## config.mk

```make
export PLATFORM = sky130hd
export DESIGN_NAME = tpe_queue
export DESIGN_NICKNAME = d
export VERILOG_FILES = /design/src/design/tpe_pkg.sv /design/src/design/tpe_queue.sv
export SDC_FILE = /design/constraint.sdc
export NUM_CORES = 1
export LEC_CHECK = 0
export ABC_AREA = 1
export BUFFER_PORTS_ARGS = -buffer_cell sky130_fd_sc_hd__buf_2
export CORE_MARGIN = 2
export CORE_UTILIZATION = 56
export DETAILED_ROUTE_END_ITERATION = 10
export GPL_TIMING_DRIVEN = 0
export PLACE_DENSITY = 0.89
export SLEW_MARGIN = 20
export SYNTH_ARGS = -nofsm -noshare
export SYNTH_HDL_FRONTEND = slang
export SYNTH_SLANG_ARGS = --single-unit
export TNS_END_PERCENT = 20
```

## constraint.sdc

```tcl
create_clock -name clk -period 7.9 [get_ports clk]
set_input_delay 1.185 -clock clk [delete_from_list [all_inputs] [get_ports clk]]
set_output_delay 1.185 -clock clk [all_outputs]
set_load 0.01 [all_outputs]
```

## src/design/tpe_pkg.sv

```systemverilog
package tpe_pkg;

	localparam logic [3:0] MODE_NULL    = 4'd0;
	localparam logic [3:0] MODE_BOOL    = 4'd1;
	localparam logic [3:0] MODE_UNS     = 4'd2;
	localparam logic [3:0] MODE_SIGNED  = 4'd3;
	localparam logic [3:0] MODE_REAL    = 4'd4;
	localparam logic [3:0] MODE_ENUM    = 4'd5;
	localparam logic [3:0] MODE_DATE    = 4'd6;
	localparam logic [3:0] MODE_TIME    = 4'd7;
	localparam logic [3:0] MODE_OBJID   = 4'd8;
	localparam logic [3:0] MODE_CTX_UNS = 4'd9;
	localparam logic [3:0] MODE_CTX_BOOL = 4'd10;
	localparam logic [3:0] MODE_OPEN    = 4'd11;
	localparam logic [3:0] MODE_CLOSE   = 4'd12;

	// application tag numbers
	localparam logic [7:0] TAG_NULL   = 8'd0;
	localparam logic [7:0] TAG_BOOL   = 8'd1;
	localparam logic [7:0] TAG_UNS    = 8'd2;
	localparam logic [7:0] TAG_SIGNED = 8'd3;
	localparam logic [7:0] TAG_REAL   = 8'd4;
	localparam logic [7:0] TAG_ENUM   = 8'd9;
	localparam logic [7:0] TAG_DATE   = 8'd10;
	localparam logic [7:0] TAG_TIME   = 8'd11;
	localparam logic [7:0] TAG_OBJID  = 8'd12;

	localparam logic [7:0]  TAG_MAX_NUM  = 8'd254;
	localparam logic [3:0]  TAG_EXT_CODE = 4'd15;
	localparam logic [2:0]  LEN_OPEN     = 3'd6;
	localparam logic [2:0]  LEN_CLOSE    = 3'd7;
	localparam logic [15:0] OID_TYPE_MAX = 16'h03FF;
	localparam logic [31:0] OID_INST_MAX = 32'h003F_FFFF;
	localparam logic [15:0] YEAR_BASE    = 16'd1900;
	localparam logic [15:0] YEAR_ANY     = 16'hFFFF;
	localparam logic [7:0]  FIELD_ANY    = 8'd255;

	localparam int MAX_OCTETS = 6;
	localparam int QUEUE_DEPTH = 2;

	typedef struct packed {
		logic [MAX_OCTETS-1:0][7:0] octets;  // octets[0] goes out first
		logic [2:0]                 count;   // 1..6
		logic                       err;
	} tpe_entry_t;

endpackage

```

## src/design/tpe_queue.sv

```systemverilog
module tpe_queue (
	input  logic              clk,
	input  logic              arst_n,
	input  logic              push,
	input  tpe_pkg::tpe_entry_t wr_entry,
	output logic              full,
	input  logic              pop,
	output logic              head_valid,
	output tpe_pkg::tpe_entry_t head
);

	tpe_pkg::tpe_entry_t mem_q [tpe_pkg::QUEUE_DEPTH];
	logic       wr_ptr_q, rd_ptr_q;
	logic [1:0] count_q;

	assign full       = count_q == 2'(tpe_pkg::QUEUE_DEPTH);
	assign head_valid = count_q != 2'd0;
	assign head       = mem_q[rd_ptr_q];

	always_ff @(posedge clk or negedge arst_n) begin
		if (!arst_n) begin
			wr_ptr_q <= 1'b0;
			rd_ptr_q <= 1'b0;
			count_q  <= 2'd0;
		end else begin
			if (push)
				wr_ptr_q <= !wr_ptr_q;
			if (pop)
				rd_ptr_q <= !rd_ptr_q;
			count_q <= count_q + {1'b0, push} - {1'b0, pop};
		end
	end

	always_ff @(posedge clk) begin
		if (push) begin
			mem_q[wr_ptr_q] <= wr_entry;
		end
	end

endmodule

```

# Word-level counts from Yosys, hierarchy flattened
# Memories as Yosys holds them, arrays and structs flattened.
# Cells that the tools add are included.
# W data, S select, Z words.
[classes] n_eq_ne=1 addsub=2 reduce_logical=3 n_mux=2
[ops] cell="$add A2 B1 Y2" n=1
[ops] cell="$eq A2 B2 Y1 const B" n=1
[ops] cell="$logic_not A1 Y1" n=2
[ops] cell="$mux W1" n=2
[ops] cell="$reduce_bool A2 Y1" n=1
[ops] cell="$sub A2 B1 Y2" n=1
[totals] inputBits=56 ram_bits=104 word_cells=12 out_inout_bits=54 register_bits=4 n_memories=1
[memory_table] name="mem_q" depth=2 width=52 read_ports=1 rd_clocked_by_memory_dff=0 wr=1 line="tpe_queue.sv:12" source="tpe_pkg::tpe_entry_t mem_q [tpe_pkg::QUEUE_DEPTH];"

# Logic depth before layout (Yosys ltp)
[logic_depth] word_depth=2 depth_mapped=7 ltp_nobuf=7

# Worst setup path after synthesis
# No wires, ideal clock.
[synth_path] kind="input -> register" start="input port push" end="memory mem_q[0][0] (netlist name), enable pin" t_arrival_ns=3.408 n_path_buf=0 slack_ns=4.028 setup_ns=0.463 stages=2 cell_sequence="inv_1 -> nor2_1"
[synth_between] elab_chain_len=2
[synth_lines] item="start: declaration" line="tpe_queue.sv:4" source="input logic push,"
[synth_lines] item="$mux W1" line="tpe_queue.sv:35" source="if (push) begin"
[synth_lines] item="$mux W1 (implied by the code)" line="tpe_queue.sv:36" source="mem_q[wr_ptr_q] <= wr_entry;"
[synth_lines] item="end: declaration" line="tpe_queue.sv:12"
# No other way between the ends.

==> reports/results.tsv <==
stage	metric	value	unit
clock_network	clockBufferDepth	2	
timing	hold_violations	0	
worst_setup_path	crit_chain	clkbuf_1 > o21ai_0 > buf_2	
clock_network	clkLatencyLatePin	0.35	ns
clock_network	cts_tree	yes	
power	p_leak	0.00214	uW
die	dieArea	7960	um2
global_route	grt_pass1_wl	10500	um
timing	relSlewSlack	0.471	
finish	drive_gt1_frac	0.322	
global_route	grt_antenna_before_repair	0	
timing	max_freq	0.356	GHz
worst_setup_path	worstSetupPathType	reg -> out	
worst_setup_path	critPathMaxFanout	10	
finish	design_area	4960	um2
run_status	status	complete, no violations	
place	gp_congestion	0.665	
worst_setup_path	start_kind	flop	
route	drtIter0Drc	148	
worst_setup_path	reg2reg_slack	6.23	ns
power	peakVddDrop	0.184	mV
clock_network	path_clk_slew	0.09	ns
worst_setup_path	end_kind	output pin	
power	power_density	331	nW/um2
hold_path	min_to	wr_ptr_q$_DFFE_PN0P_	
synth	yosys_warnings	0	
timing	report.final.slew_viol_count	0	
clock_network	clock-sinks	108	
synth	synth_edf_count	104	
route	routed_wl	7050	um
synth	async_flop_share	0.0370	
place	placed_area	4790	um2
global_route	track_usage	0.180	
finish	syn2layout_area_growth	21.9	%
die	core	7140	um2
place	dp_hpwl	5050	um
route	vias	2518	
clock_network	post-cts-setup-buffers	0	
worst_setup_path	arrival	1.63	ns
synth	synth_seq_cells	108	
clock_network	cts_repair_resize_count	0	
worst_setup_path	crit_required	6.71	ns
worst_setup_path	rr_worst_depth	2	
synth	synth_fp_nets	354	
finish	antennaDiodeCount	0	
synth	synthCells	296	
route	wl_per_cell	13.5	um
worst_setup_path	cp_num_buf_inv	2	
synth	synth_ff_type	edfxtp_1	
worst_setup_path	startpoint	rd_ptr_q$_DFFE_PN0P_	
timing	min_period	2.81	ns
clock_network	htree_levels	3	
global_route	grt.overflow.total	0	
worst_setup_path	slowest_stage	dfrtp_1	
hold_path	hp-class	reg -> reg	
timing	tns	0	ns
synth	netlist-cell-type-count	13	
timing	worst_slack	5.09	ns
die	io_pins	110	
finish	nFillCells	529	
route	antenna_left	0	
clock_network	cts-hold-fix-buffers	0	
worst_setup_path	slowest_delay	0.50	ns
timing	finalClockSkew	0.00793	ns
clock_network	clock_tree.root_cell	clkbuf_8	
finish	mostFrequentLayoutCells	buf_2 (110), edfxtp_1 (104), nand2_1 (59), inv_1 (58), o21ai_0 (43)	
worst_setup_path	rr_endpoint	mem_q[0][39]$_DFFE_PP_	
hold_path	hp-start	wr_ptr_q$_DFFE_PN0P_	
die	start_util	0.570	
route	drcViolationCount	0	
finish	layout_commonest_cell	buf_2	
synth	seq_area_frac_synth	0.792	
worst_setup_path	rr_startpoint	wr_ptr_q$_DFFE_PN0P_	
hold_path	holdPathStages	1	
job	maxCapViolations	0	
route	vias_per_cell	4.82	
global_route	grt_max_degree	33	
timing	rsz0062_at_grt	false	
place	numPortBuffers	109	
place	pre_cts_slack	5.27	ns
timing	min_period_over_period	0.356	
worst_setup_path	crit_family	buffers and inverters	
die	fp.dieW	89.2	um
clock_network	cts_buffers	9	
route	dr.pass1.iters	4	
timing	finalSetupViolations	0	
synth	avgSynthCellArea	13.7	um2
synth	syn_area	4070	um2
global_route	grt_pass1_vias	2411	
timing	tightest_slew	0.792	ns
die	fp.dieH	89.2	um
finish	fin_util	0.695	
finish	layout.nets	476	
die	rows	31	
through the flow:
| step | total power (uW) | instances | hold WS, ns |
|---|---|---|---|
| after CTS | 1670 | 522 | 0.562 |
| final | 1640 | 522 | 0.560 |
| after global placement | 1350 | 504 | 0.476 |
| after floorplan | 1130 | 296 | 0.463 |
| after global routing | 1750 | 522 | 0.584 |
| after detailed placement | 1380 | 506 | 0.544 |
synth_stat cells, types with 2 or more instances:
| cell | n | area share |
|---|---|---|
| ha_1 | 2 | 0.0061 |
| edfxtp_1 | 104 | 0.77 |
| nor2_1 | 2 | 0.0018 |
| inv_1 | 59 | 0.054 |
| clkbuf_1 | 4 | 0.0037 |
| o21ai_0 | 43 | 0.053 |
| buf_6 | 6 | 0.017 |
| nand2_1 | 59 | 0.054 |
| xor2_1 | 2 | 0.0043 |
| dfrtp_1 | 4 | 0.025 |
| o21ai_1 | 9 | 0.011 |
cell families after synthesis:
logic type      synth area share
compound gates            0.0640
xor+xnor                 0.00431
flops                      0.792
simple gates              0.0575
fa+ha+maj                0.00615
buf+inv                   0.0759
registers in the layout, summed over array words and instances, names as in the netlist:
| name | count |
|---|---|
| wr_ptr_q | 1 |
| count_q | 2 |
| mem_q | 104 |
| rd_ptr_q | 1 |
area by class of cell:
type	instances	area [um2]	area share
Timing Repair Buffer	111	586	0.118
Multi-Input combinational cell	118	544	0.110
Clock buffer	9	124	0.0250
Clock inverter	7	51.3	0.0103
Buffer	11	87.6	0.0177
Tap cell	99	124	0.0250
Inverter	59	221	0.0446
Sequential cell	108	3220	0.650
power breakdown:
part	internal [uW]	total (uW)	switching (uW)
Combinational	210	556	346
Sequential	760	794	33.9
Clock	115	294	179
Total	1080	1640	559
metal layers:
metal | up-vias | part of all wire | track usage
met4 | 0 | 0.020 | 0.0733
li1 | 1230 | - | -
met2 | 77 | 0.53 | 0.333
met3 | 11 | 0.057 | 0.0489
met1 | 1200 | 0.40 | 0.192
met5 | - | 0 | 0
how the worst max path moves through the flow:
| stage | depth (start not counted) | slack [ns] | endpoint |
|---|---|---|---|
| after floorplan | 2 | 4.03 | mem_q[0][0]$_DFFE_PP_ |
| after detailed placement | 4 | 5.27 | mem_q[0][24]$_DFFE_PP_ |
| after global placement | 3 | 2.81 | mem_q[0][25]$_DFFE_PP_ |
| final | 3 | 5.09 | head[13] |
| after global routing | 3 | 4.93 | head[13] |
| after CTS | 3 | 5.05 | head[13] |
Note: power is estimated with default switching activity, not from simulation.
