$ cat src/design/tpe_pkg.sv
package tpe_pkg;

	localparam logic [3:0] MODE_NULL    = 4'd0;
	localparam logic [3:0] MODE_BOOL    = 4'd1;
	localparam logic [3:0] MODE_UNS     = 4'd2;
	localparam logic [3:0] MODE_SIGNED  = 4'd3;
	localparam logic [3:0] MODE_REAL    = 4'd4;
	localparam logic [3:0] MODE_ENUM    = 4'd5;
	localparam logic [3:0] MODE_DATE    = 4'd6;
	localparam logic [3:0] MODE_TIME    = 4'd7;
	localparam logic [3:0] MODE_OBJID   = 4'd8;
	localparam logic [3:0] MODE_CTX_UNS = 4'd9;
	localparam logic [3:0] MODE_CTX_BOOL = 4'd10;
	localparam logic [3:0] MODE_OPEN    = 4'd11;
	localparam logic [3:0] MODE_CLOSE   = 4'd12;

	// application tag numbers
	localparam logic [7:0] TAG_NULL   = 8'd0;
	localparam logic [7:0] TAG_BOOL   = 8'd1;
	localparam logic [7:0] TAG_UNS    = 8'd2;
	localparam logic [7:0] TAG_SIGNED = 8'd3;
	localparam logic [7:0] TAG_REAL   = 8'd4;
	localparam logic [7:0] TAG_ENUM   = 8'd9;
	localparam logic [7:0] TAG_DATE   = 8'd10;
	localparam logic [7:0] TAG_TIME   = 8'd11;
	localparam logic [7:0] TAG_OBJID  = 8'd12;

	localparam logic [7:0]  TAG_MAX_NUM  = 8'd254;
	localparam logic [3:0]  TAG_EXT_CODE = 4'd15;
	localparam logic [2:0]  LEN_OPEN     = 3'd6;
	localparam logic [2:0]  LEN_CLOSE    = 3'd7;
	localparam logic [15:0] OID_TYPE_MAX = 16'h03FF;
	localparam logic [31:0] OID_INST_MAX = 32'h003F_FFFF;
	localparam logic [15:0] YEAR_BASE    = 16'd1900;
	localparam logic [15:0] YEAR_ANY     = 16'hFFFF;
	localparam logic [7:0]  FIELD_ANY    = 8'd255;

	localparam int MAX_OCTETS = 6;
	localparam int QUEUE_DEPTH = 2;

	typedef struct packed {
		logic [MAX_OCTETS-1:0][7:0] octets;  // octets[0] goes out first
		logic [2:0]                 count;   // 1..6
		logic                       err;
	} tpe_entry_t;

endpackage

$ cat src/design/tpe_back.sv
module tpe_back (
	input  logic              clk,
	input  logic              arst_n,
	input  logic              head_valid,
	input  tpe_pkg::tpe_entry_t head,
	output logic              pop,
	output logic              out_valid,
	input  logic              out_ready,
	output logic [7:0]        out_octet,
	output logic              out_last,
	output logic              out_err
);

	logic [2:0] idx_q;
	logic       valid_q;
	logic [7:0] octet_q;
	logic       last_q, err_q;
	logic       load;
	logic       is_last;

	assign load    = !valid_q || out_ready;
	assign is_last = idx_q == head.count - 3'd1;
	assign pop     = load && head_valid && is_last;

	assign out_valid = valid_q;
	assign out_octet = octet_q;
	assign out_last  = last_q;
	assign out_err   = err_q;

	always_ff @(posedge clk or negedge arst_n) begin
		if (!arst_n) begin
			valid_q <= 1'b0;
			idx_q   <= 3'd0;
		end else if (load) begin
			valid_q <= head_valid;
			if (head_valid)
				idx_q <= is_last ? 3'd0 : idx_q + 3'd1;
		end
	end

	always_ff @(posedge clk) begin
		if (load && head_valid) begin
			octet_q <= head.octets[idx_q];
			last_q  <= is_last;
			err_q   <= head.err;
		end
	end

	// an error request is a single zero octet
	assert property (@(posedge clk) disable iff (!arst_n)
		valid_q && err_q |-> last_q && octet_q == 8'd0)
		else $error("error result not a lone zero octet");

	assert property (@(posedge clk) disable iff (!arst_n)
		head_valid |-> idx_q < head.count)
		else $error("octet index beyond request length");

	// mid-request the head entry must stay in the queue
	assert property (@(posedge clk) disable iff (!arst_n)
		idx_q != 3'd0 |-> head_valid)
		else $error("queue emptied mid-request");

	assert property (@(posedge clk) disable iff (!arst_n)
		pop |=> idx_q == 3'd0)
		else $error("index not rewound after last octet");

endmodule

$ cat config.mk
export PLATFORM = sky130hd
export DESIGN_NAME = tpe_back
export DESIGN_NICKNAME = d
export VERILOG_FILES = /design/src/design/tpe_pkg.sv /design/src/design/tpe_back.sv
export SDC_FILE = /design/constraint.sdc
export NUM_CORES = 1
export LEC_CHECK = 0
export BUFFER_PORTS_ARGS = -buffer_cell sky130_fd_sc_hd__buf_4
export CAP_MARGIN = 20
export CORE_ASPECT_RATIO = 0.9
export CORE_MARGIN = 1
export CORE_UTILIZATION = 41
export DETAILED_ROUTE_END_ITERATION = 10
export GPL_ROUTABILITY_DRIVEN = 0
export PLACE_DENSITY = 0.8
export SYNTH_ARGS = -nofsm -noshare
export SYNTH_HDL_FRONTEND = slang
export SYNTH_SLANG_ARGS = --single-unit
$ cat constraint.sdc
create_clock -name clk -period 2 [get_ports clk]
set_input_delay 0 -clock clk [delete_from_list [all_inputs] [get_ports clk]]
set_output_delay 0 -clock clk [all_outputs]
set_load 0.01 [all_outputs]
# [Word-level counts from Yosys, hierarchy flattened]
# Index checks and enable logic that the tools add are counted.
[word_totals] regBits=14 latch_bits=0 ramBits=0 mem_bits_ro=0 in_bits=56 out_inout_bits=12 word_cells=17 memories=0
[op_classes] addsub=2 mul=0 div=0 magnitude_cmp=1 eq_ne=1 shift=0 mux=3 bitwise_logic=0 reduce_logical=5
[op_table] cell="$bmux 8 s3" n=1
[op_table] cell="$mux 8" n=1
[op_table] cell="$lt 3x4->1 const B" n=1
[op_table] cell="$add 3x1->3 const B" n=1
[op_table] cell="$eq 3x3->1" n=1
[op_table] cell="$mux 3" n=1
[op_table] cell="$sub 3x1->3 const B" n=1
[op_table] cell="$logic_and 1x1->1" n=2
[op_table] cell="$reduce_and 2->1" n=1
[op_table] cell="$logic_not 1->1" n=1
[op_table] cell="$logic_or 1x1->1" n=1

# [Longest topological paths before layout]
# Gate-level depths: netlist (run 1).
[logic_depth] word_depth=4 mapped_depth=6 mapped_depth_nobuf=6

# [Worst setup path after synthesis (run 1)]
# Ideal clock, no wire load.
[synth_timing] path_type="register -> register" start="register idx_q[0]" end="register octet_q[1], in the netlist out_octet[1], data pin" setup_ns=0.268 arrival_time_ns=1.155 t_required_ns=1.732 slack_ns=0.577 path_stages_with_launch=5 path_buffers=1 period_less_slack_ns=1.423 path_cell_list="dfrtp_1 buf_6 mux4_1 inv_1 o22ai_1"
[synth_via] elab_chain_cells=2
[synth_rtl] element="from (decl)" line_no="tpe_back.sv:14" source="logic [2:0] idx_q;"
[synth_rtl] element="from (signal assigned)" line_no="tpe_back.sv:37" source="idx_q <= is_last ? 3'd0 : idx_q + 3'd1;"
[synth_rtl] element="$bmux 8 s3" line_no="tpe_back.sv:43" source="octet_q <= head.octets[idx_q];"
[synth_rtl] element="$mux 8 (implied by the code)" line_no="tpe_back.sv:43"
[synth_rtl] element="to (signal assigned)" line_no="tpe_back.sv:43"
[synth_rtl] element="to (decl)" line_no="tpe_back.sv:16" source="logic [7:0] octet_q;"
# No other way between the ends. The select of a mux whose other input is x is not followed.
# A chain may end at the register's enable or synchronous reset.

# [Final worst setup path (run 1)]
[layout_timing] start="register idx_q[1]" end="output port pop"
[layout_via] elab_chain_cells=2
[layout_rtl] element="$eq 3x3->1" line_no="tpe_back.sv:22" source="assign is_last = idx_q == head.count - 3'd1;"
[layout_rtl] element="$logic_and 1x1->1" line_no="tpe_back.sv:23" source="assign pop = load && head_valid && is_last;"
[layout_rtl] element="to (decl)" line_no="tpe_back.sv:6" source="output logic pop,"
# No other way between the ends.

==> results of run 1 <==
## cells by family (layout without fill, tap and decap cells)
kind of cell,after synthesis,in the layout
compound gates,12,12
xor+xnor,4,4
fa+ha+maj,2,2
buf+inv,16,88
flops,14,14
mux,16,16
simple gates,13,13
## cell type report
class	count	area [µm²]	share of cell area, %
clock buffers	4	26.3	1.68
repair buffers	73	556	35.6
flip-flops and latches	14	400	25.7
well taps	27	33.8	2.17
multi-input cells	47	503	32.2
inverters	11	41.3	2.65
## what timing repair did
item                                    CTS  global route
endpoints found under the hold margin     6             0
endpoints found under the setup margin    0             0
hold buffers                              3             0
## critical path, cell delays in order, from the launching register on
cell	delay, ns
dfrtp_1	0.59
xor2_1	0.25
nand2_2	0.10
nor3_2	0.22
buf_4	0.15
## metal layers
layer	vias up	track usage (%)	wire, µm
li1	436	-	-
met1	397	27.4	1010
met2	46	32.5	1150
met3	2	2.20	183
met4	0	6.58	22
met5	-	0	0
## path summary, 6_finish.rpt
check / depth (start not counted) / startpoint / endpoint
max in group asynchronous: 2 / arst_n / idx_q[2]
setup reg to reg: 4 / idx_q[0] / out_octet[4]
min in group clk: 3 / out_ready / out_valid
hold / removal: 2 / arst_n / idx_q[0]
setup / recovery: 4 / idx_q[1] / pop
hold reg to reg: 2 / out_valid / out_valid
## cells in the mapped netlist
master	n	area share, %
xor2_1	1	0.89
nor2_1	2	0.77
ha_1	2	2.6
nand2_1	3	1.1
nand2b_1	3	1.9
clkbuf_1	1	0.38
buf_1	1	0.38
edfxtp_1	10	31
dfrtp_1	4	10
nor3_2	1	1.0
or2_2	1	0.64
buf_6	2	2.3
a21oi_1	1	0.51
nor3_1	1	0.51
mux4_1	7	19
inv_1	11	4.2
nand2_2	1	0.64
mux2i_1	8	8.2
xor2_2	1	1.7
buf_2	1	0.51
o311ai_1	1	0.89
mux4_2	1	2.3
nand3_1	1	0.51
xnor2_1	2	1.8
o22ai_1	8	5.1
o21ai_0	1	0.51
a311o_1	1	1.0
## flip-flops by register name (all words and copies together), names as in the netlist
name / flops
idx_q: 3
out_err: 1
out_last: 1
out_octet: 8
out_valid: 1
## report_power, final
part / total [W] / switching, W / internal (W)
logic: 0.000783 / 0.000334 / 0.000449
registers: 0.000512 / 0.0000862 / 0.000426
clock network: 0.000162 / 0.0000853 / 0.0000771
## stage by stage
stage	setup WS [ns]	cells	utilization (%)	hold WS [ns]	cell area (µm²)
after global placement	0.556	169	67.7	-0.198	1500
final	0.425	176	70.2	0.0472	1560
after CTS	0.409	176	70.2	0.0462	1560
after floorplan	0.577	77	-	-0.296	980
after detailed placement	0.518	169	67.7	-0.197	1500
after global routing	0.268	176	70.2	0.0576	1560
==> flow_metrics.tcl, run 1 <==
set metrics [dict create \
    die_area_um2 2590 \
    max-cap-violations 0 \
    setup_viol 0 \
    port_buffers 67 \
    cellPowerDensity_nw_per_um2 934 \
    finalClockSkew_ns 0.0131 \
    rrSetupSlack_ns 0.50 \
    total_power_w 0.00146 \
    rsz0062_at_grt "no" \
    cts_htree_levels 1 \
    diodes 0 \
    path_max_fanout 12 \
    dpl.hpwl_mm 2.01 \
    post_cts.repair.setup_buffers 0 \
    cts_tree "done" \
    max_slew.worst_pin.slew_ns 0.405 \
    grt_usage_pct 20.0 \
    grt_pass1_vias 865 \
    start_kind "register" \
    ctsResizeCount 0 \
    drc_errors 0 \
    worstSetupEndpointType "output port" \
    netlist_area_um2 980 \
    yosysWarnings 0 \
    dr.pass1.iters 4 \
    synth_cells 77 \
    final_antenna_net_count 0 \
    start_util_pct 44.1 \
    clk_latency_ns 0.27 \
    maxSlewHeadroom_pct 73.0 \
    drt_iter0_drc 6 \
    placeableCoreArea_um2 2220 \
    cts_root_buf "clkbuf_4" \
    syn_nets 135 \
    finalCritPeriodShare_pct 78.8 \
    antenna_found_initial 0 \
    synth-compound-area-share_pct 8.05 \
    nFillCells 174 \
    arrival_ns 1.58 \
    fin_setup_tns_ns 0 \
    grt_pass1_wl_mm 3.72 \
    die_y_um 48.4 \
    cts_sinks 14 \
    overflow 0 \
    syn2layout_area_growth_pct 59.3 \
    hold_viol 0 \
    synthAdderAreaFrac_pct 2.55 \
    synth_xor_area_share_pct 4.34 \
    synth_top_family_by_area "multiplexers" \
    drive_gt1_share_pct 52.3 \
    die_w_um 53.5 \
    synth-seq-area-share_pct 40.9 \
    path_clk_slew_ns 0.09 \
    status "finished, final reports clean" \
    nNetsFinal 208 \
    drv_slew 0 \
    grt_max_degree 13 \
    synth_seq_cells 14 \
    final_cell_mix "buf_4 (70), inv_1 (11), edfxtp_1 (10)" \
    fmax_mhz 635 \
    muxShareOfSynthArea_pct 29.2 \
    clock_path_buffers 2 \
    required_ns 2.00 \
    holdCritPathClass "primary input to asynchronous set/reset pin" \
    num_rows 16 \
    period_needed_ns 1.58 \
    vias 881 \
    io_pins 68 \
    synth-simple-area-share_pct 7.15 \
    final_common_cell "buf_4" \
    vias_per_cell 5.01 \
    synth_area_per_cell_um2 12.7 \
    worst-setup-path-type "register to output port" \
    max-vdd-ir-drop_uv 550 \
    leakage_nw 0.762 \
    wl_per_cell_um 13.5 \
    drt-total-wl_mm 2.37 \
    ys_types 27 \
    cts_buffers 3 \
]
Note: power is estimated with default switching activity, not from simulation.
==> inputs of run 2 (changes only) <==
- CORE_UTILIZATION: 41 -> 37
- PLACE_DENSITY: 0.8 -> 0.76
- clock period: 2 -> 1.4 ns (I/O delays scaled with it)
==> run 2 against run 1 <==
Net effect:
- the run now ends with setup timing left
- power up 64%
- critical endpoint is now out_octet[1]
- core utilization is 4.2 points lower
- routed wire length grew 2.2%
- first-iteration DRC count is 50% higher
- non-clock buffer count is 9 higher
- design area up 5.4%
- largest power group unchanged
- flip-flop and latch count unchanged
- clock skew shrank 0.0050 ns
- die area grew 10%
- combinational power is 88% higher
- largest cell class unchanged
- clock-buffer cell count is 1 lower
- global-route usage shrank 1.2 points
==> flow_metrics.tcl, run 2 (same netlist as run 1, synthesis figures left out) <==
set metrics [dict create \
    worst-setup-path-type "register to register" \
    max_slew.worst_pin.slew_ns 0.391 \
    final_antenna_net_count 0 \
    dpl.hpwl_mm 1.97 \
    die_w_um 56.2 \
    placeableCoreArea_um2 2490 \
    required_ns 1.40 \
    largest_reg_flops 8 \
    drive_gt1_share_pct 67.1 \
    clk_latency_ns 0.27 \
    overflow 0 \
    cts_buffers 3 \
    cts_sinks 14 \
    drt-total-wl_mm 2.42 \
    holdCritPathClass "primary input to asynchronous set/reset pin" \
    drc_errors 0 \
    maxSlewHeadroom_pct 73.7 \
    nFillCells 189 \
    num_rows 17 \
    worstSetupEndpointType "register" \
    die_y_um 50.8 \
    vias 902 \
    rsz0062_at_grt "yes" \
    cellPowerDensity_nw_per_um2 1460 \
    cp_top_family "multiplexers" \
    grt_max_degree 11 \
    leakage_nw 0.774 \
    port_buffers 67 \
    total_power_w 0.00239 \
    max-cap-violations 0 \
    finalCritPeriodShare_pct 105 \
    max-vdd-ir-drop_uv 990 \
    crit_chain "buf_8 > mux4_2 > inv_2 > o22ai_2" \
    dr.pass1.iters 4 \
    syn2layout_area_growth_pct 67.8 \
    fmax_mhz 678 \
    final_area_um2 1640 \
    finalClockSkew_ns 0.00804 \
    hold_viol 0 \
    grt_pass1_vias 949 \
    register_area_um2 402 \
    vias_per_cell 4.85 \
    setup_viol 9 \
    die_area_um2 2860 \
    arrival_ns 1.48 \
    grt_pass1_wl_mm 4.11 \
    wl_per_cell_um 13.0 \
    cts_root_buf "clkbuf_4" \
    final_common_cell "buf_4" \
    path_clk_slew_ns 0.08 \
    cts_htree_levels 1 \
    place_area_um2 1540 \
    crit_buf_inv 2 \
    crit_path_top_delay_cell "mux4_2" \
    period_needed_ns 1.47 \
    drv_slew 0 \
    diodes 0 \
    path_max_fanout 6 \
    nNetsFinal 217 \
    setup_slack_ns -0.0748 \
    start_kind "register" \
    start_util_pct 39.4 \
    grt_usage_pct 18.8 \
    multi_input_area_um2 498 \
    io_pins 68 \
    status "finished, violations left" \
    antenna_found_initial 0 \
    drt_iter0_drc 9 \
    final_cell_mix "buf_4 (76), edfxtp_1 (10), mux4_2 (8), mux2i_1 (8), inv_2 (7)" \
    violations "setup timing" \
    slowest_delay_ns 0.51 \
    cts_tree "done" \
    clock_path_buffers 2 \
]
==> run 2: changes by cell type in the layout (fill, tap and decap cells not counted), moves of 2 or more <==
| cell | previous run | this run |
|---|---|---|
| o22ai_2 | 0 | 2 |
| mux4_2 | 1 | 8 |
| o22ai_1 | 8 | 6 |
| inv_2 | 0 | 7 |
| mux4_1 | 7 | 0 |
| buf_4 | 70 | 76 |
| buf_6 | 0 | 2 |
| inv_1 | 11 | 3 |
==> run 2: what timing repair did <==
item,in CTS,in global routing
gates cloned,1,0
hold buffers,3,0
pin swaps,2,0
gates resized for setup,16,9
buffers inserted,4,3
endpoints found under the setup margin,9,11
hold endpoints to repair,6,0
==> run 2: final cells by class <==
class / count / share of cell area (%)
Tap cell: 28 / 2.13
Clock buffer: 3 / 1.37
Inverter: 11 / 2.74
Timing Repair Buffer: 82 / 38.8
Sequential cell: 14 / 24.4
Multi-Input combinational cell: 47 / 30.3
Clock inverter: 1 / 0.228
==> run 2: routing by layer <==
metal	GRT usage [%]	vias up	share of wire (%)
met5	0	-	0
met4	4.88	0	0.87
met3	3.04	4	6.9
met2	32.1	54	48
met1	25.1	396	44
li1	-	448	-
==> run 2: final timing paths <==
path,startpoint,cells past startpoint,to,slack [ns]
setup / recovery,idx_q[0],4,out_octet[1],-0.07
hold / removal,arst_n,2,idx_q[1],0.06
setup reg to reg,idx_q[0],4,out_octet[1],-0.07
hold reg to reg,idx_q[2],2,idx_q[2],0.64
max in group asynchronous,arst_n,2,idx_q[0],1.21
min in group clk,out_ready,4,out_valid,0.11
==> run 2: worst register-to-register path: cells and delay by family, from the launching register on <==
family	cells	cell delay, ns
muxes	1	0.52
DFF	1	0.41
buffers and inverters	2	0.22
AOI/OAI and AO/OA	1	0.07
==> run 2: where the power goes <==
part           switching [W]  internal (W)
sequential         0.0000919      0.000612
combinational       0.000623      0.000844
clock               0.000119      0.000103
==> run 2: through the flow <==
step	utilization [%]	std cells	hold slack, ns	setup slack, ns	TNS [ns]
after global routing	66.1	186	0.0469	-0.123	-1.02
after CTS	66.3	185	0.0483	-0.119	-0.876
after global placement	61.9	173	-0.198	-0.0894	-0.572
after detailed placement	61.9	173	-0.197	-0.111	-0.750
after floorplan	-	77	-0.296	-0.0235	-0.164
final	66.1	186	0.0641	-0.0748	-0.412
==> inputs of run 3 (changes only) <==
- CTS_BUF_LIST: not set -> sky130_fd_sc_hd__clkbuf_16
==> run 3 against run 2 <==
Net effect:
- the run still ends with setup timing left
- global-route usage is 1.3 points higher
- highest routed layer unchanged
- power is 13% higher
- design area is 3.0% higher
- critical path depth stayed put
- critical path type unchanged
==> flow_metrics.tcl, run 3 (same netlist as run 1, synthesis figures left out) <==
set metrics [dict create \
    largest_reg_flops 8 \
    arrival_ns 1.43 \
    final_common_cell "buf_4" \
    reg2reg_to "out_octet[3]" \
    period_needed_ns 1.46 \
    final_area_um2 1690 \
    nNetsFinal 216 \
    worstSetupEndpointType "register" \
    antenna_found_initial 0 \
    final_cell_mix "buf_4 (75), edfxtp_1 (10), mux4_2 (8), mux2i_1 (8), inv_2 (7)" \
    finalClockSkew_ns 0.00317 \
    worst-setup-path-type "register to register" \
    cellPowerDensity_nw_per_um2 1600 \
    num_rows 17 \
    max-vdd-ir-drop_uv 1460 \
    maxSlewHeadroom_pct 71.5 \
    port_buffers 67 \
    setup_slack_ns -0.0616 \
    overflow 0 \
    die_y_um 50.8 \
    grt_pass1_vias 951 \
    dpl.hpwl_mm 1.97 \
    path_clk_slew_ns 0.05 \
    start_util_pct 39.4 \
    finalCritPeriodShare_pct 104 \
    final_antenna_net_count 0 \
    placeableCoreArea_um2 2490 \
    setup_viol 9 \
    hold_slack_ns 0.105 \
    cts_root_buf "clkbuf_16" \
    start_kind "register" \
    drc_errors 0 \
    vias 903 \
    rsz0062_at_grt "yes" \
    drive_gt1_share_pct 66.9 \
    required_ns 1.36 \
    register_area_um2 402 \
    die_area_um2 2860 \
    nFillCells 188 \
    r2r_start "idx_q[0]" \
    multi_input_area_um2 503 \
    wl_per_cell_um 14.3 \
    drv_slew 0 \
    clk_latency_ns 0.24 \
    path_max_fanout 6 \
    grt_pass1_wl_mm 4.18 \
    holdCritPathClass "primary input to asynchronous set/reset pin" \
    grt_usage_pct 20.1 \
    clock_path_buffers 2 \
    vias_per_cell 4.88 \
    syn2layout_area_growth_pct 72.9 \
    drt_iter0_drc 17 \
    die_w_um 56.2 \
    status "finished, violations left" \
    place_area_um2 1540 \
    grt_max_degree 11 \
    hold_viol 0 \
    cts_sinks 14 \
    dr.pass1.iters 4 \
    max-cap-violations 0 \
    rrSetupSlack_ns -0.06 \
    io_pins 68 \
    cts_tree "done" \
    rr_worst_depth 4 \
    drt-total-wl_mm 2.65 \
    cts_htree_levels 1 \
    leakage_nw 0.793 \
    fmax_mhz 684 \
    place_ws_ns -0.111 \
    cts_buffers 3 \
    diodes 0 \
    violations "setup timing" \
    max_slew.worst_pin.slew_ns 0.424 \
]
[run 3: cell types whose count changed in the layout (fill, tap and decap cells not counted)]
| cell | delta |
|---|---|
| o311ai_1 | -1 |
| clkbuf_16 | +3 |
| buf_4 | -1 |
| o311ai_2 | +1 |
| nor2_1 | +1 |
| nor2_2 | -1 |
| clkbuf_4 | -3 |
[run 3: final cells by class]
class / instances / share of cell area [%]
timing repair buffer: 81 / 37.2
multi-input combinational: 47 / 29.7
sequential: 14 / 23.7
clock buffer: 3 / 4.43
inverter: 11 / 2.66
tap: 28 / 2.07
clock inverter: 1 / 0.222
[run 3: how the worst max path moves through the flow]
stage	startpoint	end	slack [ns]
2_1_floorplan	idx_q[0]	out_octet[1]	-0.02
3_3_place_gp	idx_q[0]	out_octet[1]	-0.09
3_5_place_dp	idx_q[0]	out_octet[1]	-0.11
4_1_cts	idx_q[0]	out_octet[0]	-0.12
5_1_grt	idx_q[0]	out_octet[5]	-0.11
6_report	idx_q[0]	out_octet[3]	-0.06
[run 3: critical path, stage by stage (launching register included)]
cell and delay (ns):
dfrtp_2 0.40, buf_8 0.14, mux4_2 0.51, inv_2 0.06
o22ai_1 0.08
[run 3: report_power, final]
group	internal, W	total, W	switching (W)
Combinational	0.000830	0.00146	0.000633
Clock	0.000377	0.000534	0.000157
Sequential	0.000615	0.000708	0.0000935
Total	0.00182	0.00270	0.000883
[run 3: metal layers]
metal / vias to the layer above / share of wire (%) / global-route usage [%]
li1: 444 / - / -
met1: 396 / 42 / 25.4
met2: 58 / 49 / 32.9
met3: 5 / 7.8 / 5.06
met4: 0 / 1.6 / 8.54
met5: - / 0 / 0
[run 3: stage by stage]
step | std cells | utilization [%] | power, W | TNS [ns]
2_1_floorplan | 77 | - | 0.00150 | -0.164
6_report | 185 | 68.1 | 0.00270 | -0.355
5_1_grt | 185 | 68.1 | 0.00287 | -0.800
3_3_place_gp | 173 | 61.9 | 0.00189 | -0.572
3_5_place_dp | 173 | 61.9 | 0.00193 | -0.750
4_1_cts | 184 | 68.1 | 0.00272 | -0.838
[run 3: repair_timing]
item                                   CTS  global route
hold buffers                             3             0
endpoints found under the hold margin    6             0
setup buffers                            3             3
gates resized for setup                 16             9
setup endpoints to repair                9            10
pin swaps                                2             1
cloned                                   1             0
